<file path="src/rtl/prce_pkg.sv">
`timescale 1ns / 1ps
// ----------------------------------------------------------------------------
// Polyline relative-coordinate encoder package
// Shared types and constants for the encoder's step logic and top level.
// ----------------------------------------------------------------------------
package prce_pkg;

   // Coordinate and byte widths.
   localparam int COORD_W  = 12;
   localparam int BYTE_W   = 8;
   localparam int RUN_MAX  = 7;
   localparam int COUNT_W  = 3;

   // Configuration port.
   localparam int CSR_ADDR_W = 4;
   localparam int CSR_DATA_W = 32;

   // Register indexes (byte address bits [3:2]).
   localparam logic [1:0] REG_SHORT_OPCODE  = 2'd0;
   localparam logic [1:0] REG_MEDIUM_OPCODE = 2'd1;
   localparam logic [1:0] REG_LONG_OPCODE   = 2'd2;

   // Register reset values.
   localparam logic [BYTE_W-1:0] SHORT_OPCODE_RESET  = 8'd247;
   localparam logic [BYTE_W-1:0] MEDIUM_OPCODE_RESET = 8'd245;
   localparam logic [BYTE_W-1:0] LONG_OPCODE_RESET   = 8'd246;

   // Mode thresholds.
   localparam logic [COORD_W-1:0]   SHORT_LIMIT  = 12'd7;
   localparam logic [COORD_W-1:0]   MEDIUM_LIMIT = 12'd128;
   localparam logic signed [12:0]   MEDIUM_DY_MIN = -13'sd111;

   // Segment coordinate modes.
   typedef enum logic [1:0] {
      MODE_SHORT  = 2'd0,
      MODE_MEDIUM = 2'd1,
      MODE_LONG   = 2'd2
   } mode_type;

   // Bytes produced by one point, byte 0 goes out first.
   typedef struct packed {
      logic [RUN_MAX-1:0][BYTE_W-1:0] bytes;
      logic [COUNT_W-1:0]             count;
      logic                           head_op;
   } run_type;

endpackage

</file>
<file path="src/rtl/prce_step.sv">
`timescale 1ns / 1ps
// ----------------------------------------------------------------------------
// Polyline encoder step logic
// Picks the coordinate mode for one step and builds the full byte run for it.
// ----------------------------------------------------------------------------
module prce_step (
   input  logic [prce_pkg::COORD_W-1:0] point_x,
   input  logic [prce_pkg::COORD_W-1:0] point_y,
   input  logic                         starts_polyline,
   input  logic [prce_pkg::COORD_W-1:0] prev_x,
   input  logic [prce_pkg::COORD_W-1:0] prev_y,
   input  logic                         have_previous,
   input  logic                         segment_open,
   input  prce_pkg::mode_type           segment_mode,
   input  logic [prce_pkg::BYTE_W-1:0]  short_opcode,
   input  logic [prce_pkg::BYTE_W-1:0]  medium_opcode,
   input  logic [prce_pkg::BYTE_W-1:0]  long_opcode,
   output prce_pkg::mode_type           step_mode,
   output logic                         lone_point,
   output prce_pkg::run_type            run
);

   logic signed [12:0]                 dx;
   logic signed [12:0]                 dy;
   logic [prce_pkg::COORD_W-1:0]       adx;
   logic [prce_pkg::COORD_W-1:0]       ady;
   logic [prce_pkg::COORD_W-1:0]       span;
   logic                               opening;
   logic [prce_pkg::BYTE_W-1:0]        opcode;
   logic [3:0][prce_pkg::BYTE_W-1:0]   hdr;
   logic [2:0][prce_pkg::BYTE_W-1:0]   data;
   logic [1:0]                         data_n;

   // Step distances.
   assign dx   = $signed({1'b0, point_x}) - $signed({1'b0, prev_x});
   assign dy   = $signed({1'b0, point_y}) - $signed({1'b0, prev_y});
   assign adx  = dx[12] ? 12'(-dx) : dx[11:0];
   assign ady  = dy[12] ? 12'(-dy) : dy[11:0];
   assign span = (adx > ady) ? adx : ady;

   // Mode choice.
   always_comb begin
      if (span < prce_pkg::SHORT_LIMIT) begin
         step_mode = prce_pkg::MODE_SHORT;
      end else if ((dy > prce_pkg::MEDIUM_DY_MIN) && (span < prce_pkg::MEDIUM_LIMIT)) begin
         step_mode = prce_pkg::MODE_MEDIUM;
      end else begin
         step_mode = prce_pkg::MODE_LONG;
      end
   end

   assign lone_point = starts_polyline || !have_previous;
   assign opening    = !segment_open || (step_mode != segment_mode);

   // Opcode and header with the previous point's absolute coordinate.
   always_comb begin
      unique case (step_mode)
         prce_pkg::MODE_SHORT:  opcode = short_opcode;
         prce_pkg::MODE_MEDIUM: opcode = medium_opcode;
         default:               opcode = long_opcode;
      endcase
   end

   assign hdr[0] = opcode;
   assign hdr[1] = {prev_x[11:8], prev_y[11:8]};
   assign hdr[2] = prev_x[7:0];
   assign hdr[3] = prev_y[7:0];

   // Step data for the chosen mode.
   always_comb begin
      unique case (step_mode)
         prce_pkg::MODE_SHORT: begin
            data[0] = {dx[12], adx[2:0], dy[12], ady[2:0]};
            data[1] = '0;
            data[2] = '0;
            data_n  = 2'd1;
         end
         prce_pkg::MODE_MEDIUM: begin
            data[0] = {dy[12], ady[6:0]};
            data[1] = dx[7:0];
            data[2] = '0;
            data_n  = 2'd2;
         end
         default: begin
            data[0] = {point_x[11:8], point_y[11:8]};
            data[1] = point_x[7:0];
            data[2] = point_y[7:0];
            data_n  = 2'd3;
         end
      endcase
   end

   // Assemble the run; a lone point gives no bytes.
   always_comb begin
      run.head_op = opening;
      if (opening) begin
         run.bytes = {data[2], data[1], data[0], hdr[3], hdr[2], hdr[1], hdr[0]};
         run.count = 3'd4 + {1'b0, data_n};
      end else begin
         run.bytes = {32'h0, data[2], data[1], data[0]};
         run.count = {1'b0, data_n};
      end
      if (lone_point) begin
         run.count = '0;
      end
   end

endmodule

</file>
<file path="src/rtl/polyline_relative_coord_encoder_top.sv">
`timescale 1ns / 1ps
// ----------------------------------------------------------------------------
// Polyline relative-coordinate encoder
// Turns a stream of polyline points into a byte stream of segment opcodes,
// absolute coordinates and short, medium or long relative steps.
// ----------------------------------------------------------------------------
//   Channel   Direction  Handshake            Word
//   req_      in         req_valid/req_ready  point_x, point_y, starts_polyline
//   rsp_      out        rsp_valid/rsp_ready  out_byte, is_opcode, last_of_run
//   csr_      in/out     APB, pready high     three 8-bit opcode registers
//
// A point is encoded in the cycle it is accepted and its run of 0 to 7 bytes is
// held in a run register, which the output register drains at one byte a cycle
// while rsp_ready allows it; the output byte rate sets the throughput.
// A new point is taken as the last byte of the previous run moves out.
// Reset is synchronous and restores the opcode defaults; a stalled rsp_ready
// holds the output word and backs up into req_ready.
// ----------------------------------------------------------------------------
module polyline_relative_coord_encoder_top (
   input  logic                            clock,
   input  logic                            reset,
   // Point input
   input  logic                            req_valid,
   output logic                            req_ready,
   input  logic [prce_pkg::COORD_W-1:0]    req_point_x,
   input  logic [prce_pkg::COORD_W-1:0]    req_point_y,
   input  logic                            req_starts_polyline,
   // Byte output
   output logic                            rsp_valid,
   input  logic                            rsp_ready,
   output logic [prce_pkg::BYTE_W-1:0]     rsp_out_byte,
   output logic                            rsp_is_opcode,
   output logic                            rsp_last_of_run,
   // Configuration
   input  logic                            csr_psel,
   input  logic                            csr_penable,
   input  logic                            csr_pwrite,
   input  logic [prce_pkg::CSR_ADDR_W-1:0] csr_paddr,
   input  logic [prce_pkg::CSR_DATA_W-1:0] csr_pwdata,
   output logic [prce_pkg::CSR_DATA_W-1:0] csr_prdata,
   output logic                            csr_pready
);

   // Opcode registers.
   logic [prce_pkg::BYTE_W-1:0] short_op_ff, short_op_in;
   logic [prce_pkg::BYTE_W-1:0] medium_op_ff, medium_op_in;
   logic [prce_pkg::BYTE_W-1:0] long_op_ff, long_op_in;

   // Encoder state.
   logic [prce_pkg::COORD_W-1:0] prev_x_ff, prev_x_in;
   logic [prce_pkg::COORD_W-1:0] prev_y_ff, prev_y_in;
   logic                         have_prev_ff, have_prev_in;
   logic                         seg_open_ff, seg_open_in;
   prce_pkg::mode_type           seg_mode_ff, seg_mode_in;

   // Run register.
   logic [prce_pkg::RUN_MAX-1:0][prce_pkg::BYTE_W-1:0] run_bytes_ff, run_bytes_in;
   logic [prce_pkg::COUNT_W-1:0] run_cnt_ff, run_cnt_in;
   logic                         run_op_ff, run_op_in;

   // Output register.
   logic                         out_valid_ff, out_valid_in;
   logic [prce_pkg::BYTE_W-1:0]  out_byte_ff, out_byte_in;
   logic                         out_op_ff, out_op_in;
   logic                         out_last_ff, out_last_in;

   logic                         csr_write;
   logic                         req_fire;
   logic                         move;
   prce_pkg::mode_type           step_mode;
   logic                         lone_point;
   prce_pkg::run_type            step_run;

   // Step encoder.
   prce_step u_step (
      .point_x         (req_point_x),
      .point_y         (req_point_y),
      .starts_polyline (req_starts_polyline),
      .prev_x          (prev_x_ff),
      .prev_y          (prev_y_ff),
      .have_previous   (have_prev_ff),
      .segment_open    (seg_open_ff),
      .segment_mode    (seg_mode_ff),
      .short_opcode    (short_op_ff),
      .medium_opcode   (medium_op_ff),
      .long_opcode     (long_op_ff),
      .step_mode       (step_mode),
      .lone_point      (lone_point),
      .run             (step_run)
   );

   // Configuration writes and reads.
   assign csr_pready = 1'b1;
   assign csr_write  = csr_psel && csr_penable && csr_pwrite;

   always_comb begin
      short_op_in  = short_op_ff;
      medium_op_in = medium_op_ff;
      long_op_in   = long_op_ff;
      if (csr_write) begin
         unique case (csr_paddr[3:2])
            prce_pkg::REG_SHORT_OPCODE:  short_op_in  = csr_pwdata[7:0];
            prce_pkg::REG_MEDIUM_OPCODE: medium_op_in = csr_pwdata[7:0];
            prce_pkg::REG_LONG_OPCODE:   long_op_in   = csr_pwdata[7:0];
            default: ;
         endcase
      end
   end

   always_comb begin
      unique case (csr_paddr[3:2])
         prce_pkg::REG_SHORT_OPCODE:  csr_prdata = {24'h0, short_op_ff};
         prce_pkg::REG_MEDIUM_OPCODE: csr_prdata = {24'h0, medium_op_ff};
         prce_pkg::REG_LONG_OPCODE:   csr_prdata = {24'h0, long_op_ff};
         default:                     csr_prdata = '0;
      endcase
   end

   // Handshakes: a byte moves from the run register when the output slot frees.
   assign move      = (run_cnt_ff != '0) && (!out_valid_ff || rsp_ready);
   assign req_ready = (run_cnt_ff == '0) || ((run_cnt_ff == 3'd1) && move);
   assign req_fire  = req_valid && req_ready;

   // Encoder state update on each accepted point.
   always_comb begin
      prev_x_in    = prev_x_ff;
      prev_y_in    = prev_y_ff;
      have_prev_in = have_prev_ff;
      seg_open_in  = seg_open_ff;
      seg_mode_in  = seg_mode_ff;
      if (req_fire) begin
         prev_x_in    = req_point_x;
         prev_y_in    = req_point_y;
         have_prev_in = 1'b1;
         if (lone_point) begin
            seg_open_in = 1'b0;
         end else begin
            seg_open_in = 1'b1;
            seg_mode_in = step_mode;
         end
      end
   end

   // Run register: load a new run or shift out the head byte.
   always_comb begin
      run_bytes_in = run_bytes_ff;
      run_cnt_in   = run_cnt_ff;
      run_op_in    = run_op_ff;
      if (req_fire) begin
         run_bytes_in = step_run.bytes;
         run_cnt_in   = step_run.count;
         run_op_in    = step_run.head_op;
      end else if (move) begin
         run_bytes_in = {8'h0, run_bytes_ff[prce_pkg::RUN_MAX-1:1]};
         run_cnt_in   = run_cnt_ff - 3'd1;
         run_op_in    = 1'b0;
      end
   end

   // Output register.
   always_comb begin
      out_valid_in = out_valid_ff;
      out_byte_in  = out_byte_ff;
      out_op_in    = out_op_ff;
      out_last_in  = out_last_ff;
      if (move) begin
         out_valid_in = 1'b1;
         out_byte_in  = run_bytes_ff[0];
         out_op_in    = run_op_ff;
         out_last_in  = (run_cnt_ff == 3'd1);
      end else if (rsp_ready) begin
         out_valid_in = 1'b0;
      end
   end

   assign rsp_valid       = out_valid_ff;
   assign rsp_out_byte    = out_byte_ff;
   assign rsp_is_opcode   = out_op_ff;
   assign rsp_last_of_run = out_last_ff;

   // Control and configuration registers.
   always_ff @(posedge clock) begin
      if (reset) begin
         short_op_ff  <= prce_pkg::SHORT_OPCODE_RESET;
         medium_op_ff <= prce_pkg::MEDIUM_OPCODE_RESET;
         long_op_ff   <= prce_pkg::LONG_OPCODE_RESET;
         prev_x_ff    <= '0;
         prev_y_ff    <= '0;
         have_prev_ff <= 1'b0;
         seg_open_ff  <= 1'b0;
         seg_mode_ff  <= prce_pkg::MODE_SHORT;
         run_cnt_ff   <= '0;
         run_op_ff    <= 1'b0;
         out_valid_ff <= 1'b0;
      end else begin
         short_op_ff  <= short_op_in;
         medium_op_ff <= medium_op_in;
         long_op_ff   <= long_op_in;
         prev_x_ff    <= prev_x_in;
         prev_y_ff    <= prev_y_in;
         have_prev_ff <= have_prev_in;
         seg_open_ff  <= seg_open_in;
         seg_mode_ff  <= seg_mode_in;
         run_cnt_ff   <= run_cnt_in;
         run_op_ff    <= run_op_in;
         out_valid_ff <= out_valid_in;
      end
   end

   // Payload registers.
   always_ff @(posedge clock) begin
      run_bytes_ff <= run_bytes_in;
      out_byte_ff  <= out_byte_in;
      out_op_ff    <= out_op_in;
      out_last_ff  <= out_last_in;
   end

   // Input is only taken when at most one byte of the old run remains.
   assert property (@(posedge clock) disable iff (reset)
      req_ready |-> (run_cnt_ff <= 3'd1))
      else $error("input taken while run register still busy");

   // A point that follows a previous one always leaves bytes to send.
   assert property (@(posedge clock) disable iff (reset)
      (req_fire && have_prev_ff && !req_starts_polyline) |=> (run_cnt_ff != '0))
      else $error("non-lone point produced an empty run");

   // Moving the final byte of a run marks it as last.
   assert property (@(posedge clock) disable iff (reset)
      (move && (run_cnt_ff == 3'd1)) |=> (rsp_valid && rsp_last_of_run))
      else $error("final byte of run not flagged as last");

   // An opcode byte is never the end of a run.
   assert property (@(posedge clock) disable iff (reset)
      (rsp_valid && rsp_is_opcode) |-> !rsp_last_of_run)
      else $error("opcode byte flagged as last of run");

endmodule

</file>
<file path="config.mk">
export PLATFORM = sky130hd
export DESIGN_NAME = polyline_relative_coord_encoder_top
export DESIGN_NICKNAME = d
export VERILOG_FILES = /design/src/rtl/prce_pkg.sv /design/src/rtl/prce_step.sv /design/src/rtl/polyline_relative_coord_encoder_top.sv
export SDC_FILE = /design/constraint.sdc
export NUM_CORES = 1
export LEC_CHECK = 0
export ABC_AREA = 0
export ABC_CLOCK_PERIOD_IN_PS = 8700
export BUFFER_PORTS_ARGS = -buffer_cell sky130_fd_sc_hd__buf_2
export CAP_MARGIN = 20
export CORE_UTILIZATION = 30
export CTS_CLUSTER_SIZE = 10
export DETAILED_ROUTE_END_ITERATION = 10
export SLEW_MARGIN = 20
export SYNTH_ARGS = -nofsm -noshare
export SYNTH_HDL_FRONTEND = slang
export SYNTH_SLANG_ARGS = --single-unit
</file>
<file path="constraint.sdc">
create_clock -name clock -period 8.7 [get_ports clock]
set_input_delay 0.435 -clock clock [delete_from_list [all_inputs] [get_ports clock]]
set_output_delay 0.435 -clock clock [all_outputs]
set_load 0.005 [all_outputs]
</file>
* After elaboration in Yosys (flattened, before gate mapping)
Index checks and enable logic that the tools add are counted.
** Operators by class
- $add $sub $neg :: 6
- $lt $le $gt $ge :: 4
- Equality and inequality tests :: 5
- Multiplexer cells :: 20
- Bitwise operators :: 1
- Reduce and logical (&&, ||, !) cells :: 23
** Operator list (count)
- $mux W56 :: 2
- $mux W59 :: 1
- $pmux W24 S2 :: 1
- $mux W12 :: 3
- $sub A12 B12 Y13 :: 2
- $neg A12 Y12 :: 2
- $pmux W8 S3 :: 1
- $pmux W8 S2 :: 1
- $gt A13 B8 Y1 const B :: 1
- $gt A12 B12 Y1 :: 1
- $lt A12 B3 Y1 const B :: 1
- $lt A12 B8 Y1 const B :: 1
- $mux W3 :: 3
- $reduce_and A2 Y1 :: 4
- $logic_and A1 B1 Y1 :: 6
- $mux W1 :: 5
- $eq A2 B1 Y1 const B :: 2
- $logic_not A2 Y1 :: 2
- $logic_or A1 B1 Y1 :: 4
- $mux W2 :: 2
- $pmux W2 S2 :: 1
- $reduce_bool A2 Y1 :: 2
- $add A3 B2 Y3 const A :: 1
- $eq A3 B1 Y1 const B :: 1
- 7 further kinds :: 9
** Word-level totals
- Register bits :: 123
- Input port bits :: 68
- Output and inout bits :: 45
- Logic and storage cells :: 80

* Logic depth before layout (Yosys ltp)
- Depth after elaboration :: 15
- Gate-level depth with buffers :: 27
- Mapped depth without buffers :: 25

* Modules after synthesis
A second synthesis with hierarchy kept.
** Second synthesis, totals
- Cell total of the unflattened synthesis :: 958
- Area total of the unflattened synthesis :: 8828.5 um^2
** Modules (own cells, without submodules)
- polyline_relative_coord_encoder_top :: times used 1, cells each 438, area an instance 5235.0 um^2
- prce_step :: times used 1, cells each 520, area an instance 3593.4 um^2

* Worst setup path before layout
OpenSTA, ideal clock, no wires.
- Kind :: input -> register
- Start point :: input port req_point_y[0] in the netlist's numbering
- End point :: register run_bytes_ff[10] in the netlist's numbering, data pin
- Setup time :: 261 ps
- Arrival :: 5201 ps
- Required time :: 8439 ps
- Slack :: 3239 ps
- Cell stages on the path :: 24
- Buffers on the path :: 1
- Cell sequence :: inv_1 ha_1 fa_1 nand2b_1 a21o_1 a311oi_2 o21a_1 nand3_1 o41ai_2 xnor2_1 inv_1 ha_1 nand4_1 nor2_1 o21ai_0 a31oi_1 nand2_1 mux2_2 and3_1 and2_0 clkbuf_1 nand2_1 o32ai_1 a221o_1
** RTL lines
- start: declaration :: RTL line polyline_relative_coord_encoder_top.sv:26 : input logic [prce_pkg::COORD_W-1:0] req_point_y,
- end signal: assignment :: RTL line polyline_relative_coord_encoder_top.sv:212 : run_bytes_ff <= run_bytes_in;
- end: declaration :: RTL line polyline_relative_coord_encoder_top.sv:57 : logic [prce_pkg::RUN_MAX-1:0][prce_pkg::BYTE_W-1:0] run_bytes_ff, run_bytes_in;

==> impl_metrics.py <==
metrics = {
    "synth": {
        "synth_cells": 948,
        "synth_top_family_by_area": "compound AO/OA/AOI/OAI gates",
        "netlist_area_um2": 8330,
        "synth_cell_types": 80,
        "avgSynthCellArea_um2": 8.79,
        "synth-xor-area-share_pct": 4.19,
        "synthAdderAreaFrac_pct": 6.79,
        "synth_top_area_share_pct": 23.8,
        "synth_top_area_cell": "edfxtp_1",
        "synth_mux_area_share_pct": 2.33,
        "synthSimpleGateAreaFrac_pct": 18.2,
        "ys_ff_latch": 123,
        "synth-edff-count": 66,
        "netlist_top_cells_count": "nand2_1 (127), a21oi_1 (79), edfxtp_1 (66)",
        "yosysWarnings": 0,
        "synthArstFlopShare_pct": 0,
        "synth_area_leaders": "edfxtp_1 (24%), dfxtp_1 (14%), ha_1 (6.3%), nand2_1 (5.7%), a21oi_1 (4.7%)",
        "yosysMostFrequentCell": "nand2_1",
        "synth_compound_area_share_pct": 24.3,
        "synth_flop_cell": "edfxtp_1",
        "ys_seq_area_share_pct": 37.5,
    },
    "layout": {
        "drive_above_1_share_pct": 12.9,
        "nNetsFinal": 1102,
        "fillerInstances": 2813,
        "area_delta_synth_final_pct": 14.6,
        "num_antenna_cells": 0,
        "multiInputGateArea_um2": 4750,
        "ff_latch_area_um2": 3120,
    },
    "critical_path": {
        "end_kind": "register",
        "cp-startpoint": "prev_x_ff[0]$_SDFFE_PP0P_",
        "path_delay_family": "compound AO/OA/AOI/OAI gates",
        "start_kind": "register",
        "crit_path_max_incr_delay_ns": 0.95,
        "path_buf_inv": 1,
        "r2r-start": "prev_x_ff[0]$_SDFFE_PP0P_",
        "cp.arrival_ns": 7.31,
        "worstSetupPathType": "reg2reg",
        "worstPathCellList": "ha_1 > inv_1 > fa_1 > xnor2_1 > nand3_1 > nor3_1 > nand4_1 > nor3_1 > a21oi_1 > xnor2_1 > ha_1 > nand4_1 > nor2_1 > o21ai_0 > a31oi_1 > o41a_1 > nand2_1 > o22a_1 > or3_1 > a31oi_1 > a21oi_1",
        "slowest_stage": "o41a_1",
        "cp_max_fo": 20,
        "cp.required_ns": 8.86,
    },
    "global_route": {
        "grt_pass1_vias": 6857,
        "antenna_found_initial": 0,
        "grt_pass1_wl_um": 38100,
        "overflow": 0,
        "grt.total_usage_pct": 17.3,
        "grt_max_degree": 61,
    },
    "place": {
        "portBuffers": 61,
        "gp_congestion": 0.883,
        "hpwl_um": 17500,
        "dp_slack_ns": 1.44,
    },
    "floorplanning": {
        "core_area_um2": 27100,
        "die_width_um": 169,
        "die-area_um2": 28400,
        "row_count": 60,
        "start_util_pct": 30.7,
        "die_h_um": 169,
        "io_pins": 113,
    },
    "clocking": {
        "insertion_delay_ns": 0.42,
        "cts_made_buffers": 17,
        "h-tree-depth": 4,
        "cts_hold_buf": 0,
        "postCtsSetupBuffers": 0,
        "cts_sinks": 123,
        "cts_tree": "done",
        "cts_max_path_buffers": 2,
        "cts-root-buf": "clkbuf_16",
        "ctsResizeCount": 0,
        "clkTransAtPathRegs_ns": 0.06,
    },
    "power_and_ir_drop": {
        "ir_worst_vdd_uv": 170,
        "power.density_nw_per_um2": 362,
        "leakage_nw": 3.64,
    },
    "sta": {
        "finalSetupViolCount": 0,
        "drv_slew": 0,
        "layout_setup_ws_ns": 1.55,
        "finClkSkew_ns": 0.00834,
        "hold_viol": 0,
        "rsz0062_at_grt": "no",
        "relSlewSlack_pct": 29.3,
        "period_needed_ns": 7.15,
        "whs_ns": 0.241,
        "fin_tns_setup_ns": 0,
        "tightest_slew_ns": 1.06,
        "period_share_pct": 82.2,
        "timing.fmax_ghz": 0.140,
    },
    "route": {
        "wire_per_inst_um": 17.7,
        "via_count": 7405,
        "drt-total-wl_um": 24300,
        "dr.pass1.iters": 5,
        "drcViolationCount": 0,
        "drtIter0Drc": 659,
        "ant_nets": 0,
        "vias_per_cell": 5.39,
    },
    "run": {
        "maxCapViolCount": 0,
    },
    "worst_hold_path": {
        "min-delay-start": "csr_pwdata[7]",
        "hold_class": "in2reg",
    },
    "status": {
        "status": "finished clean",
    },
}
[worst paths after layout]
kind | to | slack, ns | depth (start not counted)
min reg2reg | rsp_out_byte[6]$_DFFE_PP_ | 0.42 | 0
min | long_op_ff[7]$_SDFFE_PP1P_ | 0.24 | 2
max | run_bytes_ff[0]$_DFFE_PP_ | 1.55 | 21
max reg2reg | run_bytes_ff[0]$_DFFE_PP_ | 1.55 | 21
[metal layers]
metal / track usage [%] / vias to the layer above / wire, µm
met3: 3.09 / 28 / 1560
li1: - / 3544 / -
met1: 23.5 / 3559 / 11000
met5: 0 / - / 0
met4: 5.38 / 0 / 411
met2: 27.8 / 274 / 11300
[state kept, by name, indices dropped and copies added, names as in the netlist]
signal and flops:
run_bytes_ff 56, prev_x_ff 12, prev_y_ff 12, long_op_ff 8, medium_op_ff 8, rsp_out_byte 8
short_op_ff 8, run_cnt_ff 3, seg_mode_ff 2, have_prev_ff 1, rsp_is_opcode 1, rsp_last_of_run 1
rsp_valid 1, run_op_ff 1, seg_open_ff 1
[cell families (layout without fill, tap and decap cells)]
logic type | Yosys count | count (layout)
fa+ha+maj | 44 | 44
buf+inv | 119 | 151
simple gates | 319 | 319
mux | 19 | 19
compound gates | 283 | 283
other cells | 2 | 25
xor+xnor | 39 | 39
flops | 123 | 123
[cell usage in the layout (no fill, tap or decap), drive strengths merged, types with 7 or more instances in the layout]
master and count:
o31ai 11, a211o 19, a21oi 81, xor2 11, a221o 8, nor3 25
buf 78, nand3 12, nor2 59, and2 11, conb 25, xnor2 28
nand2b 9, dfxtp 57, a2111oi 7, nor2b 20, a31oi 19, o221ai 7
or3 10, o211ai 7, nand4 13, a211oi 7, o32ai 8, inv 47
a21o 14, edfxtp 66, a22o 8, o22a 8, clkbuf 17, o21ai 34
ha 42, and3 17, nand2 127, mux2i 16
[through the flow]
stage	util [%]	std cells	area [µm²]	total power, mW
floorplan	-	971	8420	2.22
global placement	33.0	1343	8930	2.67
detailed placement	33.0	1343	8930	2.69
CTS	35.2	1375	9550	3.45
global route	35.2	1375	9550	3.68
finish	35.2	1375	9550	3.46
[power breakdown]
part | leakage [nW] | internal [mW] | switching [mW]
clock network | 0.295 | 0.456 | 0.290
logic | 2.21 | 0.584 | 1.12
registers | 1.13 | 0.941 | 0.0682
[worst reg2reg max path, cell delays in order (launching register included)]
cell,delay (ns)
dfxtp_1,0.41
ha_1,0.21
inv_1,0.06
fa_1,0.41
xnor2_1,0.57
nand3_1,0.22
nor3_1,0.27
nand4_1,0.23
nor3_1,0.21
a21oi_1,0.10
xnor2_1,0.21
ha_1,0.36
nand4_1,0.12
nor2_1,0.11
o21ai_0,0.11
a31oi_1,0.81
o41a_1,0.95
nand2_1,0.54
o22a_1,0.33
or3_1,0.32
a31oi_1,0.26
a21oi_1,0.09
[area by class of cell]
| cell class | instances | share of cell area [%] |
|---|---|---|
| multi-input combinational | 729 | 49.7 |
| sequential | 123 | 32.7 |
| tap | 372 | 4.88 |
| timing repair buffer | 78 | 4.67 |
| clock buffer | 17 | 4.46 |
| clock inverter | 15 | 1.95 |
| inverter | 41 | 1.61 |
Power figures use the tool's default switching activity.
